--- config.mk ---
export PLATFORM = sky130hd
export DESIGN_NAME = bayer_digital_gain
export DESIGN_NICKNAME = d
export VERILOG_FILES = /design/src/rtl/core/bdg_pkg.sv /design/src/rtl/core/bayer_digital_gain.sv /design/src/rtl/core/bdg_cfg.sv /design/src/rtl/core/bdg_front.sv /design/src/rtl/core/bdg_fifo.sv /design/src/rtl/core/bdg_back.sv
export SDC_FILE = /design/constraint.sdc
export NUM_CORES = 1
export LEC_CHECK = 0
export BUFFER_PORTS_ARGS = -buffer_cell sky130_fd_sc_hd__clkbuf_2
export CAP_MARGIN = 10
export CORE_MARGIN = 4
export CORE_UTILIZATION = 60
export DETAILED_ROUTE_END_ITERATION = 7
export GPL_TIMING_DRIVEN = 0
export PLACE_DENSITY = 0.81
export SLEW_MARGIN = 25
export SYNTH_ARGS = -nofsm -noshare
export SYNTH_HDL_FRONTEND = slang
export SYNTH_SLANG_ARGS = --single-unit
--- constraint.sdc ---
create_clock -name clk -period 11.25 [get_ports clk]
set_input_delay 2.8125 -clock clk [delete_from_list [all_inputs] [get_ports clk]]
set_output_delay 2.8125 -clock clk [all_outputs]
set_load 0.01 [all_outputs]
--- src/rtl/core/bdg_pkg.sv ---
package bdg_pkg;

  localparam int PIX_W       = 12;
  localparam int DIM_W       = 13;
  localparam int GAIN_W      = 20;
  localparam int BLACK_W     = 9;
  localparam int CHAN_W      = GAIN_W + BLACK_W;
  localparam int NUM_CHAN    = 4;
  localparam int QUEUE_DEPTH = 4;
  localparam int BACK_STAGES = 2;
  localparam int ADDR_W      = 5;
  localparam int DATA_W      = 32;
  localparam logic [PIX_W-1:0] PIX_MAX = 12'd4095;

  localparam logic [2:0] REG_MODE     = 3'd0;
  localparam logic [2:0] REG_WIDTH    = 3'd1;
  localparam logic [2:0] REG_HEIGHT   = 3'd2;
  localparam logic [2:0] REG_OFFSET   = 3'd3;
  localparam logic [2:0] REG_CHAN0    = 3'd4;
  localparam logic [2:0] REG_CHAN1    = 3'd5;
  localparam logic [2:0] REG_CHAN2    = 3'd6;
  localparam logic [2:0] REG_CHAN3    = 3'd7;

  typedef struct packed {
    logic [2:0]                          mode;
    logic [DIM_W-1:0]                    frame_width;
    logic [DIM_W-1:0]                    frame_height;
    logic [PIX_W-1:0]                    output_offset;
    logic [NUM_CHAN-1:0][CHAN_W-1:0]     chan;
  } cfg_t;

  typedef struct packed {
    logic [PIX_W-1:0] pixel;
    logic [1:0]       ch;
    logic             en;
  } cmd_t;

endpackage

--- src/rtl/core/bayer_digital_gain.sv ---
// Per-channel black level subtraction and digital gain on a raw Bayer stream.
// Pixels enter in raster order through a queue-style push/full port and leave
// through empty/pop; one pixel per clock is sustained while pop does not stall the
// output, set by the single registered multiplier stage in the back end; an
// accepted pixel passes through the queue, the stage-1 register and the output
// register. The front tracks the raster position and tags each pixel with its
// Bayer channel, a four-entry queue decouples it from the two-stage arithmetic
// back end, which ends in the output register. Registers sit on an APB port at
// byte address 4*index and must only be written while no pixel is in flight.
module bayer_digital_gain #(
  parameter int GAIN_FRACTION_BITS = 10
) (
  input  logic                        clk,
  input  logic                        rst_n,
  input  logic                        push,
  output logic                        full,
  input  logic [bdg_pkg::PIX_W-1:0]   in_pixel_in,
  output logic                        empty,
  input  logic                        pop,
  output logic [bdg_pkg::PIX_W-1:0]   out_pixel_out,
  input  logic                        psel,
  input  logic                        penable,
  input  logic                        pwrite,
  input  logic [bdg_pkg::ADDR_W-1:0]  paddr,
  input  logic [bdg_pkg::DATA_W-1:0]  pwdata,
  output logic [bdg_pkg::DATA_W-1:0]  prdata,
  output logic                        pready
);
  import bdg_pkg::*;

  cfg_t cfg;
  cmd_t q_wdata;
  cmd_t q_rdata;
  logic q_wr, q_rd, q_full, q_empty;

  assign full = q_full;

  bdg_cfg u_cfg (
    .clk     (clk),
    .rst_n   (rst_n),
    .psel    (psel),
    .penable (penable),
    .pwrite  (pwrite),
    .paddr   (paddr),
    .pwdata  (pwdata),
    .prdata  (prdata),
    .pready  (pready),
    .cfg     (cfg)
  );

  bdg_front u_front (
    .clk    (clk),
    .rst_n  (rst_n),
    .cfg    (cfg),
    .push   (push),
    .pixel  (in_pixel_in),
    .q_full (q_full),
    .q_wr   (q_wr),
    .q_data (q_wdata)
  );

  bdg_fifo u_fifo (
    .clk   (clk),
    .rst_n (rst_n),
    .wr    (q_wr),
    .wdata (q_wdata),
    .full  (q_full),
    .rd    (q_rd),
    .rdata (q_rdata),
    .empty (q_empty)
  );

  bdg_back #(
    .GAIN_FRACTION_BITS (GAIN_FRACTION_BITS)
  ) u_back (
    .clk       (clk),
    .rst_n     (rst_n),
    .cfg       (cfg),
    .q_empty   (q_empty),
    .q_data    (q_rdata),
    .q_rd      (q_rd),
    .pop       (pop),
    .empty     (empty),
    .pixel_out (out_pixel_out)
  );

endmodule

--- src/rtl/core/bdg_cfg.sv ---
module bdg_cfg (
  input  logic                        clk,
  input  logic                        rst_n,
  input  logic                        psel,
  input  logic                        penable,
  input  logic                        pwrite,
  input  logic [bdg_pkg::ADDR_W-1:0]  paddr,
  input  logic [bdg_pkg::DATA_W-1:0]  pwdata,
  output logic [bdg_pkg::DATA_W-1:0]  prdata,
  output logic                        pready,
  output bdg_pkg::cfg_t               cfg
);
  import bdg_pkg::*;

  cfg_t       cfg_r;
  cfg_t       cfg_nxt;
  logic [2:0] idx;
  logic       wr;

  assign idx    = paddr[ADDR_W-1:2];
  assign wr     = psel & penable & pwrite;
  assign pready = 1'b1;
  assign cfg    = cfg_r;

  always_comb begin
    cfg_nxt = cfg_r;
    if (wr) begin
      case (idx)
        REG_MODE:   cfg_nxt.mode          = pwdata[2:0];
        REG_WIDTH:  cfg_nxt.frame_width   = pwdata[DIM_W-1:0];
        REG_HEIGHT: cfg_nxt.frame_height  = pwdata[DIM_W-1:0];
        REG_OFFSET: cfg_nxt.output_offset = pwdata[PIX_W-1:0];
        REG_CHAN0:  cfg_nxt.chan[0]       = pwdata[CHAN_W-1:0];
        REG_CHAN1:  cfg_nxt.chan[1]       = pwdata[CHAN_W-1:0];
        REG_CHAN2:  cfg_nxt.chan[2]       = pwdata[CHAN_W-1:0];
        REG_CHAN3:  cfg_nxt.chan[3]       = pwdata[CHAN_W-1:0];
        default:    cfg_nxt = cfg_r;
      endcase
    end
  end

  always_comb begin
    case (idx)
      REG_MODE:   prdata = {{(DATA_W-3){1'b0}}, cfg_r.mode};
      REG_WIDTH:  prdata = {{(DATA_W-DIM_W){1'b0}}, cfg_r.frame_width};
      REG_HEIGHT: prdata = {{(DATA_W-DIM_W){1'b0}}, cfg_r.frame_height};
      REG_OFFSET: prdata = {{(DATA_W-PIX_W){1'b0}}, cfg_r.output_offset};
      REG_CHAN0:  prdata = {{(DATA_W-CHAN_W){1'b0}}, cfg_r.chan[0]};
      REG_CHAN1:  prdata = {{(DATA_W-CHAN_W){1'b0}}, cfg_r.chan[1]};
      REG_CHAN2:  prdata = {{(DATA_W-CHAN_W){1'b0}}, cfg_r.chan[2]};
      REG_CHAN3:  prdata = {{(DATA_W-CHAN_W){1'b0}}, cfg_r.chan[3]};
      default:    prdata = '0;
    endcase
  end

  always_ff @(posedge clk) begin
    if (!rst_n) begin
      cfg_r.mode          <= 3'd0;
      cfg_r.frame_width   <= 13'd1920;
      cfg_r.frame_height  <= 13'd1080;
      cfg_r.output_offset <= '0;
      for (int i = 0; i < NUM_CHAN; i++) begin
        cfg_r.chan[i] <= 29'd1024;
      end
    end else begin
      cfg_r <= cfg_nxt;
    end
  end

endmodule

--- src/rtl/core/bdg_front.sv ---
module bdg_front (
  input  logic                       clk,
  input  logic                       rst_n,
  input  bdg_pkg::cfg_t              cfg,
  input  logic                       push,
  input  logic [bdg_pkg::PIX_W-1:0]  pixel,
  input  logic                       q_full,
  output logic                       q_wr,
  output bdg_pkg::cmd_t              q_data
);
  import bdg_pkg::*;

  logic [DIM_W-1:0] col_r, col_nxt;
  logic [DIM_W-1:0] row_r, row_nxt;
  logic [DIM_W-1:0] col_inc;
  logic [DIM_W-1:0] row_inc;

  assign q_wr          = push & ~q_full;
  assign q_data.pixel  = pixel;
  assign q_data.ch     = {col_r[0], row_r[0]} ^ cfg.mode[2:1];
  assign q_data.en     = cfg.mode[0];

  assign col_inc = col_r + 1'b1;
  assign row_inc = row_r + 1'b1;

  always_comb begin
    col_nxt = col_r;
    row_nxt = row_r;
    if (q_wr) begin
      if (col_inc >= cfg.frame_width) begin
        col_nxt = '0;
        row_nxt = (row_inc >= cfg.frame_height) ? '0 : row_inc;
      end else begin
        col_nxt = col_inc;
      end
    end
  end

  always_ff @(posedge clk) begin
    if (!rst_n) begin
      col_r <= '0;
      row_r <= '0;
    end else begin
      col_r <= col_nxt;
      row_r <= row_nxt;
    end
  end

endmodule

--- src/rtl/core/bdg_fifo.sv ---
module bdg_fifo (
  input  logic          clk,
  input  logic          rst_n,
  input  logic          wr,
  input  bdg_pkg::cmd_t wdata,
  output logic          full,
  input  logic          rd,
  output bdg_pkg::cmd_t rdata,
  output logic          empty
);
  import bdg_pkg::*;

  localparam int PTR_W = $clog2(QUEUE_DEPTH);

  cmd_t             mem_r [QUEUE_DEPTH];
  logic [PTR_W-1:0] wptr_r, wptr_nxt;
  logic [PTR_W-1:0] rptr_r, rptr_nxt;
  logic [PTR_W:0]   cnt_r, cnt_nxt;
  logic             do_wr, do_rd;

  assign full  = (cnt_r == (PTR_W+1)'(QUEUE_DEPTH));
  assign empty = (cnt_r == '0);
  assign do_wr = wr & ~full;
  assign do_rd = rd & ~empty;
  assign rdata = mem_r[rptr_r];

  always_comb begin
    wptr_nxt = do_wr ? wptr_r + 1'b1 : wptr_r;
    rptr_nxt = do_rd ? rptr_r + 1'b1 : rptr_r;
    cnt_nxt  = cnt_r;
    if (do_wr & ~do_rd) begin
      cnt_nxt = cnt_r + 1'b1;
    end else if (do_rd & ~do_wr) begin
      cnt_nxt = cnt_r - 1'b1;
    end
  end

  always_ff @(posedge clk) begin
    if (do_wr) begin
      mem_r[wptr_r] <= wdata;
    end
  end

  always_ff @(posedge clk) begin
    if (!rst_n) begin
      wptr_r <= '0;
      rptr_r <= '0;
      cnt_r  <= '0;
    end else begin
      wptr_r <= wptr_nxt;
      rptr_r <= rptr_nxt;
      cnt_r  <= cnt_nxt;
    end
  end

endmodule

--- src/rtl/core/bdg_back.sv ---
module bdg_back #(
  parameter int GAIN_FRACTION_BITS = 10
) (
  input  logic                       clk,
  input  logic                       rst_n,
  input  bdg_pkg::cfg_t              cfg,
  input  logic                       q_empty,
  input  bdg_pkg::cmd_t              q_data,
  output logic                       q_rd,
  input  logic                       pop,
  output logic                       empty,
  output logic [bdg_pkg::PIX_W-1:0]  pixel_out
);
  import bdg_pkg::*;

  localparam int DIFF_W = PIX_W + 1;
  localparam int PROD_W = DIFF_W + GAIN_W + 1;
  localparam int SUM_W  = PROD_W + 2;
  localparam logic signed [SUM_W-1:0] HALF = SUM_W'(1) <<< (GAIN_FRACTION_BITS - 1);

  // stage 1: subtract black level and multiply by gain
  logic                     v1_r, v1_nxt;
  logic                     en1_r;
  logic [PIX_W-1:0]         pix1_r;
  logic signed [PROD_W-1:0] prod1_r;
  // stage 2: round, shift, offset, clip into the output register
  logic                     v2_r, v2_nxt;
  logic [PIX_W-1:0]         res2_r;

  logic                     adv1, adv2;
  logic [CHAN_W-1:0]        chan_sel;
  logic signed [DIFF_W-1:0] diff;
  logic signed [PROD_W-1:0] prod;
  logic signed [SUM_W-1:0]  rounded;
  logic signed [SUM_W-1:0]  scaled;
  logic [PIX_W-1:0]         res;

  assign adv2 = ~v2_r | pop;
  assign adv1 = ~v1_r | adv2;
  assign q_rd = adv1 & ~q_empty;

  assign chan_sel = cfg.chan[q_data.ch];
  assign diff = $signed({1'b0, q_data.pixel})
              - $signed({{(DIFF_W-BLACK_W){1'b0}}, chan_sel[CHAN_W-1:GAIN_W]});
  assign prod = PROD_W'(diff) * $signed({1'b0, chan_sel[GAIN_W-1:0]});

  assign rounded = (SUM_W'(prod1_r) + HALF) >>> GAIN_FRACTION_BITS;
  assign scaled  = rounded + $signed({{(SUM_W-PIX_W){1'b0}}, cfg.output_offset});

  always_comb begin
    if (!en1_r) begin
      res = pix1_r;
    end else if (scaled < 0) begin
      res = '0;
    end else if (scaled > $signed({{(SUM_W-PIX_W){1'b0}}, PIX_MAX})) begin
      res = PIX_MAX;
    end else begin
      res = scaled[PIX_W-1:0];
    end
  end

  assign v1_nxt = adv1 ? ~q_empty : v1_r;
  assign v2_nxt = adv2 ? v1_r : v2_r;

  always_ff @(posedge clk) begin
    if (q_rd) begin
      en1_r   <= q_data.en;
      pix1_r  <= q_data.pixel;
      prod1_r <= prod;
    end
    if (adv2 & v1_r) begin
      res2_r <= res;
    end
  end

  always_ff @(posedge clk) begin
    if (!rst_n) begin
      v1_r <= 1'b0;
      v2_r <= 1'b0;
    end else begin
      v1_r <= v1_nxt;
      v2_r <= v2_nxt;
    end
  end

  assign empty     = ~v2_r;
  assign pixel_out = res2_r;

endmodule

== After elaboration in Yosys (flattened, before gate mapping) ==
Memories as Yosys holds them, arrays and structs flattened. A register that Yosys moved wholly into a read port is not among the register bits.
Cells that the tools add are included.

* $lt $le $gt $ge: 5
* Eq/ne operators: 8
* Reduce and logical (&&, ||, !) cells: 12
* Add/subtract/negate cells: 9
* Mux-type cells: 14
* Bitwise logic cells: 18
* $mul: 1

{| class="wikitable"
|+ Operators by type and width
! cell !! count
|-
| 32-bit one-hot mux with 8 select lines || 1
|-
| 29-bit binary-select mux with 2-bit select || 1
|-
| 36-bit by 13-bit > comparator with 1-bit output, second input constant || 1
|-
| 36-bit by 1-bit < comparator with 1-bit output, second input constant || 1
|-
| 12-bit two-way mux || 3
|-
| 34-bit by 11-bit adder with 35-bit output, second input constant || 1
|-
| 13-bit by 21-bit multiplier with 34-bit output || 1
|-
| 29-bit two-way mux || 1
|-
| 13-bit by 1-bit adder with 13-bit output, second input constant || 2
|-
| 25-bit by 13-bit adder with 26-bit output || 1
|-
| 13-bit greater-or-equal comparator || 2
|-
| 13-bit two-way mux || 2
|-
| 2-bit AND reduction || 9
|-
| 3-bit == test, second input constant || 5
|-
| 12-bit by 9-bit subtractor with 13-bit output || 1
|-
| 1-bit AND || 9
|-
| 3-bit by 2-bit == test with 1-bit output, second input constant || 2
|-
| 3-bit logical NOT || 2
|-
| 3-bit two-way mux || 2
|-
| 1-bit inverter || 6
|-
| 2-bit by 1-bit adder with 2-bit output, second input constant || 2
|-
| 2-bit two-way mux || 2
|-
| 3-bit by 1-bit adder with 3-bit output, second input constant || 1
|-
| 3-bit by 1-bit == test with 1-bit output, second input constant || 1
|-
| other kinds (6) || 8
|}

* Output and inout port bits: 47
* Memory bits (writable): 60
* Memories kept: 1
* Word-level logic and storage cells: 87
* Bits of input ports: 56
* Bits in registers: 251

{| class="wikitable"
|+ Memory list
! name !! words !! bits a word !! read ports !! clocked after memory_dff !! wr ports !! RTL line !! text
|-
| u_fifo.mem_r || 4 || 15 || 1 || 1 || 1 || bdg_fifo.sv:15 || <nowiki>cmd_t mem_r [QUEUE_DEPTH];</nowiki>
|}

== Longest topological paths before layout ==
Gate-level depths: netlist of run 1.

* Depth after elaboration: 8
* Depth in mapped cells: 41
* Depth with buffers taken out: 36

== Hierarchy ==
Synthesis of run 1 repeated with hierarchy kept, for this count alone.

* Cells, all modules: 2,571
* Area, all modules: 24,534.8 sq um

{| class="wikitable"
|+ Modules (own cells, without submodules)
! module !! cells each !! seq. area each (sq um) !! times used !! area each (sq um)
|-
| bdg_back || 1,309 || 1,541.5 || 1 || 12,420.7
|-
| bdg_cfg || 840 || 3,143.0 || 1 || 7,209.4
|-
| bdg_fifo || 126 || 1,981.9 || 1 || 2,665.1
|-
| bdg_front || 296 || 520.5 || 1 || 2,239.6
|}

== Least setup slack after synthesis of run 1 ==
Ideal clock, no wire load.

* Kind: reg-to-reg
* Start point: register (tool-made name)
* End point: register u_back.prod1_r[26] (data pin)
* Path slack: 1.795 ns
* Setup time: 0.263 ns
* Data required time: 10.987 ns
* Arrival time: 9.191 ns
* Buffers on the path: 5
* Cell stages (with the launch flop): 40
* Clock period less this slack: 9.455 ns
* Cells stage by stage: dfxtp_1 buf_6 mux4_2 buf_2 buf_2 buf_2 mux4_2 ha_1 inv_1 fa_1 a21o_1 a21oi_1 o21ai_1 a21oi_1 o21ai_1 a21oi_1 nor2b_1 nor3_1 (+4 left out) fa_1 inv_1 fa_1 fa_1 fa_1 inv_1 fa_1 inv_1 ha_1 nand3_1 nor2_1 nand4_4 a31oi_4 a311oi_4 o21ai_2 o21a_2 a21oi_2 xnor2_1

{| class="wikitable"
|+ RTL lines
! what !! RTL line !! text
|-
| end signal, assigned || bdg_back.sv:69 || <nowiki>prod1_r <= prod;</nowiki>
|-
| end, declared || bdg_back.sv:25 || <nowiki>logic signed [PROD_W-1:0] prod1_r;</nowiki>
|}

==> results of run 1 <==
==> area by class of cell <==
| type | instances | area, sq um | share of cell area (%) |
|---|---|---|---|
| antenna | 1 | 2.50 | 0.00947 |
| buffer | 148 | 621 | 2.35 |
| clock buffer | 39 | 846 | 3.20 |
| clock inverter | 19 | 198 | 0.748 |
| inverter | 241 | 905 | 3.42 |
| multi-input combinational | 1898 | 15500 | 58.8 |
| sequential | 304 | 7190 | 27.2 |
| tap | 525 | 657 | 2.49 |
| timing repair buffer | 90 | 473 | 1.79 |
==> per-layer routing <==
| layer | routed length (um) | vias up | GRT usage [%] |
|---|---|---|---|
| met5 | 0 | - | 0 |
| met4 | 3240 | 0 | 13.3 |
| met3 | 6160 | 212 | 5.09 |
| met2 | 33500 | 960 | 52.5 |
| met1 | 26400 | 9650 | 40.6 |
| li1 | - | 8897 | - |
==> worst max path at each step <==
stage | end | slack, ns | depth (start not counted)
2_1_floorplan | u_back.prod1_r[26] | 1.80 | 39
3_3_place_gp | u_back.prod1_r[32] | -0.05 | 37
3_5_place_dp | u_back.prod1_r[32] | -0.21 | 37
4_1_cts | u_back.prod1_r[32] | 0.001 | 37
5_1_grt | u_back.prod1_r[32] | 0.07 | 35
6_report | u_back.prod1_r[32] | 0.52 | 36
==> registers in the layout, indices dropped and copies added, names as in the netlist, 3 cells and up, named ones only <==
name and flops:
u_back.pix1_r 12, u_back.pixel_out 12, u_back.prod1_r 25, u_cfg.cfg 157, u_fifo.cnt_r 3, u_fifo.mem_r 60
u_front.col_r 13, u_front.row_r 13
==> repair_timing <==
action                                  in CTS  in global routing
endpoints found under the setup margin       5                 16
resized for setup                            2                 14
setup buffers                                0                  0
hold buffers                                 0                  0
==> cell usage after synthesis, types with 7 or more instances <==
master / number
a211oi_1: 7
a21boi_0: 136
a21o_1: 32
a21oi_1: 54
a21oi_2: 12
a22o_1: 11
a22oi_1: 39
a31oi_1: 12
and2_1: 57
and3_1: 22
buf_2: 9
clkbuf_1: 126
dfxtp_1: 194
edfxtp_1: 110
fa_1: 200
ha_1: 159
inv_1: 239
mux2i_1: 35
mux4_2: 41
nand2_1: 534
nand2b_1: 23
nand3_1: 40
nand4_1: 17
nor2_1: 103
nor2b_1: 55
nor3_1: 16
o211ai_1: 11
o21ai_0: 52
o21ai_1: 28
xnor2_1: 53
xor2_1: 44
==> critical path, delay by kind of cell (launching register included) <==
family / cells / cell delay (ns)
fa+ha+maj: 9 / 3.90
simple gates: 2 / 0.29
flops: 1 / 0.33
buf+inv: 7 / 1.60
compound gates: 14 / 2.82
mux: 2 / 0.95
xor+xnor: 2 / 0.54
==> power breakdown <==
| part | total [mW] | switching, mW | leakage (nW) | internal [mW] |
|---|---|---|---|---|
| combinational | 2.35 | 1.51 | 8.29 | 0.841 |
| sequential | 1.44 | 0.0954 | 2.62 | 1.34 |
| clock | 1.06 | 0.452 | 0.515 | 0.605 |
| total | 4.85 | 2.06 | 11.4 | 2.79 |
==> per-stage QoR <==
step           instances  hold slack (ns)  area (sq um)
6_report            3265            0.461         26400
5_1_grt             3265            0.483         26400
4_1_cts             3266            0.462         26400
3_5_place_dp        3208            0.454         25300
3_3_place_gp        3207            0.440         25300
2_1_floorplan       2593            0.431         24200
==> kinds of logic after synthesis <==
| kind of cell | after synthesis |
|---|---|
| and+or+nand+nor | 906 |
| AOI/OAI and AO/OA | 446 |
| buffers and inverters | 391 |
| adders and majority gates | 359 |
| DFF | 304 |
| xor gates and xnor gates | 97 |
| muxes | 86 |
| other | 2 |
==> impl_results.md, run 1 <==
* Ports at 103
* Sequential area share after synthesis at just under 30%
* Fin util at 66.3%
* Hold Path End: u_front.row_r[12]
* Rows at 73
* Yosys warning count at 0
* Post-synth EDFFs at 110
* Worst Reg-to-Reg Cells at 36
* Inserted Clock Buffers at 31
* Die Wd at 209 um
* Hold WC Path Type: reg2reg
* Main area contributors after synthesis: fa_1 17%, dfxtp_1 16%, edfxtp_1 14%
* Vias in the first global route at 20.1k
* R2r endpoint: u_back.prod1_r[32]
* Clock H-tree levels at 1
* Post-Synth Simple-Gate Area at between 10% and 20%
* Pre-antenna DRT Iters at 6
* GR Util All Layers at 31.3%
* Initial drt markers at 1785
* Residual DRC count at 0
* Setup violators final at 0
* Fraction of layout cells with a size suffix above 1 at under 10%
* Initial antenna violation count at 2
* Final HPWL DP at 53.5 mm
* Worst Slack Setup Final at about 0.52 ns
* VDD IR-drop max at 130 uV
* CTS Sinks at just over 300
* Ys flop type: dfxtp_1
* Post-synthesis cell area at 24200 sq um
* Placer Congestion at between 0.9 and 1
* Post-synth ARST share at 0%
* F_max at 0.0932 GHz
* Unrepaired setup endpoints after global routing: no
* Critical path fanouts, max at 10
* Gate Count Post-Synth at 2591
* Post-layout net count at approximately 3.1k
* Die height at roughly 210 um
* Most frequent cells in the layout: 534 x nand2_1, 239 x inv_1, 200 x fa_1
* Hold Vio Cnt, Final at 0
* Worst path arrival time at around 11 ns
* Pins Over Slew Limit at 0
* Die area at 43600 sq um
* Avg WL per Cell at 21.2 um
* Worst hold path depth at 2
* Crit start category: flip-flop
* Pre-CTS worst setup slack at -0.211 ns
* First-pass GRT wire length at roughly 110 mm
* Root buf cell: clkbuf_16
* R2R Setup Slk at 0.52 ns
* ANT nets after route at 0
* Clk pin slew, worst setup/hold paths at 0.07 ns
* Mean Syn Cell Area at ~9.3 sq um
* Relative slew slack at 38.9%
* Initial core utilization at 60.7%
* Status: finished clean
* IO Port Bufs at between 80 and 90
* Slowest stage cell, crit path: clkbuf_1
* Crit Path Class: reg2reg
* Detailed Route WL at between 60 and 70 mm
* Post-synth top area share at 16.6%
* Vias per cell at 6.04
* P per Cell Area at 183 nW/um^2
* TritonCTS clock tree: yes
* CP most frequent cell: fa_1
* FILL cells at around 3.2k
* Setup Skew at ~0.015 ns
* Gr ovfl total at 0
* Clock Path Buffers at 3
* Largest net degree at the start of global routing at 26
* Largest family of logic cells by synthesized area: adder cells
* Hold Path Origin: u_front.row_r[12]
* Worst slew pin tran at about 0.90 ns
* Crit end category: flip-flop
* Post-Synth Adder-Cell Area at 24.8%
* Area Overhead vs Synth at 9.29%
* Mux cell area share after synthesis at a little under 6%
* Via Count at 19.7k
* Compound-Gate Fraction of Synth Area at 12.9%
* Min Tclk post-route at 10.73 ns
* Clock insertion delay at the later pin of the skew report at around 0.58 ns
* Synth Register Bits at 304
* Max-cap violation count at 0
* Unique masters post-synth at a little under 80
* Final Cycle Share at between 90% and 100%
* Synth Area in XOR/XNOR at under 10%
* Leakage power at 11.4 nW
* Commonest non-fill, non-tap cell in the layout: nand2_1
* TNS Setup at 0 ns
* Core Footprint at 39800 sq um
* Worst EP required at 11.56 ns
* Worst path max stage delay at 0.61 ns
* Yosys top cell by area: fa_1
* Overall power at 4.85 mW
Power figures use the tool's default switching activity.
==> run 2, diff against run 1 <==
- CORE_UTILIZATION: 60 -> 58
- PLACE_DENSITY: 0.81 -> 0.82
- clock period: 11.25 -> 9.4 ns (I/O delays scaled with it)
==> run 2 against run 1 <==
  * Via count up 1.8%
  * Routed wire length is 1.5% higher
  * Design area is 1.9% higher
  * Critical path type unchanged
  * Flip-flop and latch count stayed put
  * Critical endpoint unchanged
  * Sequential share of layout area fell by 0.51 points
==> impl_results.md, run 2 (same netlist as run 1, synthesis figures left out) <==
* Placer Congestion at 0.992 (-0.72%)
* Sw power at 2.54 mW (+23%)
* Clock H-tree levels at 1 (unchanged)
* Relative slew slack at 37.0% (-1.9 points)
* Die area at 45000 sq um (+3.3%)
* Vias in the first global route at 20.3k (+1.4%)
* Met1 GRT Util at 39.5% (-1.2 points)
* Core Footprint at 41000 sq um (+3.0%)
* GRT met3 Usage at 5.83% (+0.74 points)
* Pre-antenna DRT Iters at 6 (unchanged)
* Via Count at 20.1k (+1.8%)
* Die Wd at 212 um (+1.6%)
* R2R Setup Slk at 0.21 ns (-0.30 ns)
* Worst Reg-to-Reg Cells at 35 (-2.8%)
* Rows at 74 (+1.4%)
* Critical path fanouts, max at 10 (unchanged)
* Setup violators final at 0 (unchanged)
* Fraction of layout cells with a size suffix above 1 at 11.9% (+2.5 points)
* Initial antenna violation count at 1 (-1)
* Detailed Route WL at 70.4 mm (+1.5%)
* Hold Vio Cnt, Final at 0 (unchanged)
* Worst hold path depth at 2 (unchanged)
* Leakage power at 11.6 nW (+1.7%)
* First-pass GRT wire length at 110 mm (+1.0%)
* Largest register FFs at 157 (unchanged)
* Largest net degree at the start of global routing at 25 (-3.8%)
* Met2 Track Usage GR at 52.2% (-0.25 points)
* Initial core utilization at 58.9% (-1.8 points)
* Avg WL per Cell at 21.4 um (+0.51%)
* Crit end category: flip-flop
* Worst path buffer plus inverter count at 8 (+1)
* Clock insertion delay at the later pin of the skew report at 0.58 ns (about the same)
* Most frequent cells in the layout: 533 x nand2_1, 237 x inv_1, 198 x fa_1
* Initial drt markers at 1903 (+6.6%)
* Hold WC Path Type: reg2reg
* CP most frequent cell: fa_1
* Commonest non-fill, non-tap cell in the layout: nand2_1
* Sequential power share at 28.5% (-1.2 points)
* Root buf cell: clkbuf_16
* GRT busiest layer: met2
* Clock Path Buffers at 3 (unchanged)
* Residual DRC count at 0 (unchanged)
* Final HPWL DP at 53.8 mm (+0.69%)
* Min Tclk post-route at 9.19 ns (-1.55 ns)
* Die height at 212 um (+1.6%)
* Clk pin slew, worst setup/hold paths at 0.06 ns (about the same)
* ANT nets after route at 0 (unchanged)
* Worst slew pin tran at 0.927 ns (+0.0283 ns)
* Crit start category: flip-flop
* Final Cycle Share at 97.7% (+2.3 points)
* Inserted Clock Buffers at 31 (unchanged)
* Setup Skew at 0.0187 ns (+0.00393 ns)
* Int Pwr at 3.53 mW (+27%)
* Gr ovfl total at 0 (unchanged)
* Final hold slack at 0.463 ns (+0.00122 ns)
* CP top delay family: adder cells
* IO Port Bufs at 89 (unchanged)
* Post-layout net count at 3154 (+0.80%)
* VDD IR-drop max at 178 uV (+37%)
* Net Sw Frac at 41.8% (-0.63 points)
* Overall power at 6.07 mW (+25%)
* Hold Path Origin: u_front.row_r[12]
* R2r endpoint: u_back.prod1_r[32]
* Status: finished clean
* Vias per cell at 6.09 (+0.78%)
* GR Util All Layers at 31.2% (-0.17 points)
* Worst path arrival time at 9.52 ns (-1.53 ns)
* Worst EP required at 9.73 ns (-1.83 ns)
* TNS Setup at 0 ns (unchanged)
* Slowest stage cell, crit path: mux4_2
* CTS Sinks at 304 (unchanged)
* TritonCTS clock tree: yes
* Max-cap violation count at 0 (unchanged)
* Clock share of power at 20.5% (-1.3 points)
* P per Cell Area at 225 nW/um^2 (+23%)
* Pins Over Slew Limit at 0 (unchanged)
* Hold_buf cts at 0 (unchanged)
* Area Overhead vs Synth at 11.4%
* Crit Path Class: reg2reg
* Hold Path End: u_front.row_r[12]
* Ports at 103 (unchanged)
* Combinational Power Share at 51.0% (+2.5 points)
* Worst path max stage delay at 0.63 ns (+0.02 ns)
* F_max at 0.109 GHz (+17%)
==> run 2: cell types whose count changed in the layout (fill, tap and decap cells not counted), sizes merged <==
cell    before  now
bufinv       3    2
inv        243  242
clkbuf     253  251
buf         24   55
clkinv      12   10
==> run 2: power by group through the flow <==
stage	clock [mW]	sequential, mW	combinational (mW)
floorplan	0	1.72	1.89
global placement	0	1.75	2.64
detailed placement	0	1.75	2.73
CTS	1.25	1.72	2.98
global route	1.31	1.74	3.34
finish	1.25	1.73	3.09
==> run 2: repair_timing <==
action,in CTS,in global routing
endpoints found under the setup margin,24,18
setup buffers,23,7
gates resized for setup,63,47
pin swaps,18,31
==> run 2: worst max-delay path by stage <==
stage | from | cells past startpoint | to
after global routing | flip-flop | 35 | u_back.prod1_r[32]
after CTS | flip-flop | 37 | u_back.prod1_r[32]
after detailed placement | flip-flop | 37 | u_back.prod1_r[32]
after floorplan | flip-flop | 37 | u_back.prod1_r[32]
after global placement | flip-flop | 37 | u_back.prod1_r[32]
final | flip-flop | 35 | u_back.prod1_r[32]
==> run 2: metal layers <==
| metal | part of all wire [%] | wire (um) | up-vias |
|---|---|---|---|
| li1 | - | - | 8955 |
| met1 | 37 | 26400 | 9790 |
| met2 | 48 | 33600 | 1064 |
| met3 | 9.1 | 6440 | 257 |
| met4 | 5.7 | 4010 | 2 |
| met5 | 0.018 | 13 | - |
==> run 2: layout make-up <==
type	count	area (sq um)
clock buffers	43	892
multi-input cells	1898	15800
plain buffers	143	666
diodes	1	2.50
clock inverters	15	141
fillers	3189	14100
flip-flops and latches	304	7190
well taps	532	666
inverters	241	905
repair buffers	120	698
==> run 2: through the flow <==
stage                     util, %  area [sq um]  std cells  worst slack, ns
after floorplan                 -         24200       2593           0.0184
after global placement       61.7         25300       3214            -1.95
after detailed placement     61.8         25300       3215            -2.17
after CTS                    65.3         26800       3293          0.00171
after global routing         65.6         26900       3296          -0.0683
final                        65.6         26900       3297            0.212
==> run 2: worst register-to-register path: cells and delay by family (launching register included) <==
| family | cells | cell delay [ns] |
|---|---|---|
| buffers and inverters | 8 | 1.22 |
| multiplexers | 2 | 1.02 |
| flip-flops | 1 | 0.32 |
| XOR/XNOR | 2 | 0.29 |
| adder cells (fa/ha/maj) | 9 | 3.74 |
| AO/OA/AOI/OAI | 12 | 2.12 |
| AND/OR/NAND/NOR | 2 | 0.24 |
